[src/rtl/bep_pkg.sv]
// Shared types and constants for the byte entropy pool.
package bep_pkg;

   localparam logic [1:0] ACT_RESEED = 2'd0;
   localparam logic [1:0] ACT_MIX    = 2'd1;
   localparam logic [1:0] ACT_DRAW   = 2'd2;

   localparam int unsigned GEN_WIDTH = 31;
   localparam logic [GEN_WIDTH-1:0] GEN_BASE = 31'h5EAD_BEEF;
   localparam logic [GEN_WIDTH-1:0] GEN_MUL  = 31'd1103515245;
   localparam logic [GEN_WIDTH-1:0] GEN_ADD  = 31'd12345;

   typedef struct packed {
      logic [1:0]  action;
      logic [7:0]  data_byte;
      logic [4:0]  byte_count;
      logic [31:0] seed;
   } req_type;

   typedef struct packed {
      logic [7:0] out_byte;
      logic       last_of_run;
   } rsp_type;

   typedef enum logic [2:0] {
      ST_FILL,
      ST_IDLE,
      ST_MIX_WR,
      ST_DRAW_RD,
      ST_DRAW_OUT
   } state_type;

   typedef struct packed {
      logic load_req;
      logic load_seed;
      logic fill_step;
      logic mix_write;
      logic draw_out;
   } cmd_type;

   typedef struct packed {
      logic fill_done;
      logic rsp_free;
      logic cnt_last;
      logic count_zero;
   } status_type;

endpackage

[src/rtl/bep_ctrl.sv]
// Controller state machine sequencing fill, mix and draw operations.
module bep_ctrl (
   input  logic                clock,
   input  logic                reset,
   input  logic                req_valid,
   input  logic [1:0]          req_action,
   input  bep_pkg::status_type status,
   output bep_pkg::cmd_type    cmd,
   output logic                req_ready
);
   import bep_pkg::*;

   state_type state_ff;
   state_type state_in;
   logic      accept;

   assign accept = (state_ff == ST_IDLE) && req_valid;

   always_ff @(posedge clock) begin
      if (reset) begin
         state_ff <= ST_FILL;
      end else begin
         state_ff <= state_in;
      end
   end

   always_comb begin
      state_in = state_ff;
      case (state_ff)
         ST_FILL: begin
            if (status.fill_done) begin
               state_in = ST_IDLE;
            end
         end
         ST_IDLE: begin
            if (accept) begin
               case (req_action)
                  ACT_RESEED: state_in = ST_FILL;
                  ACT_MIX:    state_in = ST_MIX_WR;
                  ACT_DRAW:   state_in = status.count_zero ? ST_IDLE : ST_DRAW_OUT;
                  default:    state_in = ST_IDLE;
               endcase
            end
         end
         ST_MIX_WR:  state_in = ST_IDLE;
         ST_DRAW_RD: state_in = ST_DRAW_OUT;
         ST_DRAW_OUT: begin
            if (status.rsp_free) begin
               state_in = status.cnt_last ? ST_IDLE : ST_DRAW_RD;
            end
         end
         default: state_in = ST_IDLE;
      endcase
   end

   always_comb begin
      cmd       = '0;
      req_ready = 1'b0;
      case (state_ff)
         ST_FILL: cmd.fill_step = 1'b1;
         ST_IDLE: begin
            req_ready     = 1'b1;
            cmd.load_req  = accept;
            cmd.load_seed = accept && (req_action == ACT_RESEED);
         end
         ST_MIX_WR:   cmd.mix_write = 1'b1;
         ST_DRAW_RD:  cmd = '0;
         ST_DRAW_OUT: cmd.draw_out = status.rsp_free;
         default:     cmd = '0;
      endcase
   end

endmodule

[config.mk]
export PLATFORM = sky130hd
export DESIGN_NAME = bep_ctrl
export DESIGN_NICKNAME = d
export VERILOG_FILES = /design/src/rtl/bep_pkg.sv /design/src/rtl/bep_ctrl.sv
export SDC_FILE = /design/constraint.sdc
export NUM_CORES = 1
export LEC_CHECK = 0
export ABC_AREA = 1
export BUFFER_PORTS_ARGS = -buffer_cell sky130_fd_sc_hd__clkbuf_2
export CAP_MARGIN = 20
export CORE_AREA = 3 3 40 42
export DETAILED_ROUTE_END_ITERATION = 10
export DIE_AREA = 0 0 43 45
export SLEW_MARGIN = 20
export SYNTH_ARGS = -nofsm -noshare
export SYNTH_HDL_FRONTEND = slang
export SYNTH_SLANG_ARGS = --single-unit
[constraint.sdc]
create_clock -name clock -period 1.06 [get_ports clock]
set_input_delay 0.106 -clock clock [delete_from_list [all_inputs] [get_ports clock]]
set_output_delay 0.106 -clock clock [all_outputs]
set_load 0.05 [all_outputs]
==> summary.md <==
| Metric | Value |
|---|---|
| Failing checks | `negative setup slack` |
| Port bufs | `14` |
| Seq cells post-synth | `3` |
| I/O Pins | `15` |
| CTS root buffer | `clkbuf_4` |
| CTS tree | `built` |
| Die Span X | `43 µm` |
| Final nets | `81` |
| Final hold violations | `0` |
| CP Capture Type | `output pin` |
| Syn-to-layout area delta | `134.2%` |
| Die Y | `45 µm` |
| Largest registers | `state_ff x3` |
| Final WS setup | `-0.2884 ns` |
| Worst-Margin Slew | `0.2313 ns` |
| CTS Buf Count | `3` |
| Hpwl dp | `552.9 µm` |
| PwrDens | `990.0 nW/µm²` |
| Hold Path Class | `input port to flip-flop` |
| Die Area | `1935 µm²` |
| CTS Sinks | `3` |
| Final Max Slew Viols | `0` |
| Largest net degree at the start of global routing | `7` |
| Critical path's slowest cell | `dfxtp_4` |
| DR iter-0 viols | `7` |
| Register area | `71.32 µm²` |
| Crit path cell chain | `nor3_4 -> inv_2 -> buf_4 -> nor2_4 -> buf_8` |
| Diode count | `0` |
| Layout Cells excl Fill | `86` |
| RSZ-0062 raised after global routing | `yes` |
| Via count | `347` |
| Detailed Routing Iterations Pass 1 | `4` |
| Total track usage | `8.146%` |
| Syn_area_per_cell | `5.928 µm²` |
| Max Freq | `741.6 MHz` |
| Worst path required time | `0.95 ns` |
| Worst-Skew Late Latency | `0.24 ns` |
| Total Negative Setup Slacks | `-1.664 ns` |
| CP arrival | `1.24 ns` |
| Crit-path max FO | `3` |
| Post-synthesis sequential area ratio | `24.12%` |
| First-pass GRT wire length | `1.207 mm` |
| Leakage | `0.2868 nW` |
| Slew margin rel. | `84.45%` |
| GPL Wtd Cong | `0.7245` |
| WP buf/inv | `3` |
| Delay-heaviest family, CP | `buffers and inverters` |
| Clock Pin Slew Worst Setup and Hold Paths | `0.03 ns` |
| Via/cell ratio | `4.035` |
| Max-cap violations | `0` |
| Routed WL | `777 µm` |
| Clk_skew | `0.006602 ns` |
| Commonest non-fill, non-tap cell in the layout | `buf_4` |
| Routed Antenna Nets | `0` |
| Nature of the critical path startpoint | `flip-flop` |
| Congestion Overflow GR | `0` |
| Fin crit share | `127.2%` |
| Area of the core | `1285 µm²` |
| Cell Area, Synth | `249.0 µm²` |
| Max clock buf depth | `2` |
| Largest register FFs | `3` |
| # hold bufs at CTS | `0` |
| Initial Utilization | `19.38%` |
| Most frequent cells in the layout | `buf_4, clkbuf_2, inv_1, nand2_1` |
| Share of post-route cells with drive strength above 1 | `63.38%` |
| Initial antenna violation count | `0` |
| Final setup viols | `9` |
| Row count | `13` |
| Final hold slack | `0.03445 ns` |
| DRC | `0` |
| Finished Cell Area | `583.1 µm²` |
| Reg with most FFs | `state_ff` |
| Worst vdd ir | `0.8492 mV` |
| Warnings, synthesis | `0` |
| Minimum clock period | `1.348 ns` |
| Syn nets | `51` |
| Number of global-route vias before repair | `324` |
| Placed Area | `415.4 µm²` |
| Pre-CTS setup slack | `-0.08958 ns` |
| Status | `complete, but fails checks` |
| Htree depth | `1` |
| Placed cell count | `76` |
| Worst Setup Path Type | `flip-flop to output pin` |
| Fill cells | `137` |
| Netlist cell types | `14` |
| CP peak stage delay | `0.34 ns` |
| Cells after synthesis | `42` |
| Avg WL per Cell | `9.035 µm` |
| Multi-input gate area | `200.2 µm²` |
area by class of cell:
cell class                      instances  share of cell area [%]
Timing Repair Buffer                   25                   38.63
Clock buffer                            4                   4.506
Multi-Input combinational cell         28                   34.33
Tap cell                               15                   3.219
Inverter                               11                   7.082
Sequential cell                         3                   12.23
report_power, final:
| part | total [mW] | leakage, nW | switching (mW) | internal (mW) |
|---|---|---|---|---|
| Clock | 0.203 | 0.0150 | 0.0618 | 0.141 |
| Sequential | 0.122 | 0.0266 | 0.00668 | 0.116 |
| Combinational | 0.252 | 0.245 | 0.132 | 0.120 |
| Total | 0.577 | 0.287 | 0.200 | 0.377 |
synthesized netlist by cell type (all sizes together):
master | count | area [µm²]
inv | 11 | 41.29
nor2 | 8 | 30.03
nand2 | 7 | 26.28
nand3 | 4 | 30.03
nor3 | 4 | 30.03
dfxtp | 3 | 60.06
o21ai | 2 | 10.00
nand3b | 1 | 7.510
nor4 | 1 | 6.260
o31ai | 1 | 7.510
worst paths after layout:
check | from | endpoint | slack (ns) | cells past startpoint
setup reg to reg | state_ff[2] | state_ff[1] | -0.17 | 8
setup / recovery | state_ff[2] | cmd[4] | -0.29 | 5
hold / removal | reset | state_ff[1] | 0.03 | 2
hold reg to reg | state_ff[1] | state_ff[0] | 0.63 | 3
per-layer routing:
| metal | track usage [%] | part of all wire [%] |
|---|---|---|
| met5 | 0 | 0 |
| met4 | 0 | 0 |
| met3 | 5.578 | 9.7 |
| met2 | 14.37 | 52 |
| met1 | 8.633 | 39 |
per-stage QoR:
stage	total power, mW	utilization [%]
after floorplan	0.2450	-
after detailed placement	0.3031	32.33
after CTS	0.5542	40.41
final	0.5772	45.37
after global placement	0.3016	32.33
after global routing	0.6216	45.37
cell families (layout without fill, tap and decap cells):
group	after synthesis	after routing	share of synthesized area [%]
AO/OA/AOI/OAI	3	3	7.032
flip-flops	3	3	24.12
AND/OR/NAND/NOR	25	25	52.27
buffers and inverters	11	40	16.58
timing repair:
item,4_1_cts,5_1_grt
gates resized for setup,15,14
endpoints found under the setup margin,9,9
pin swaps,1,6
buffers inserted,1,5
Power figures use the tool's default switching activity.
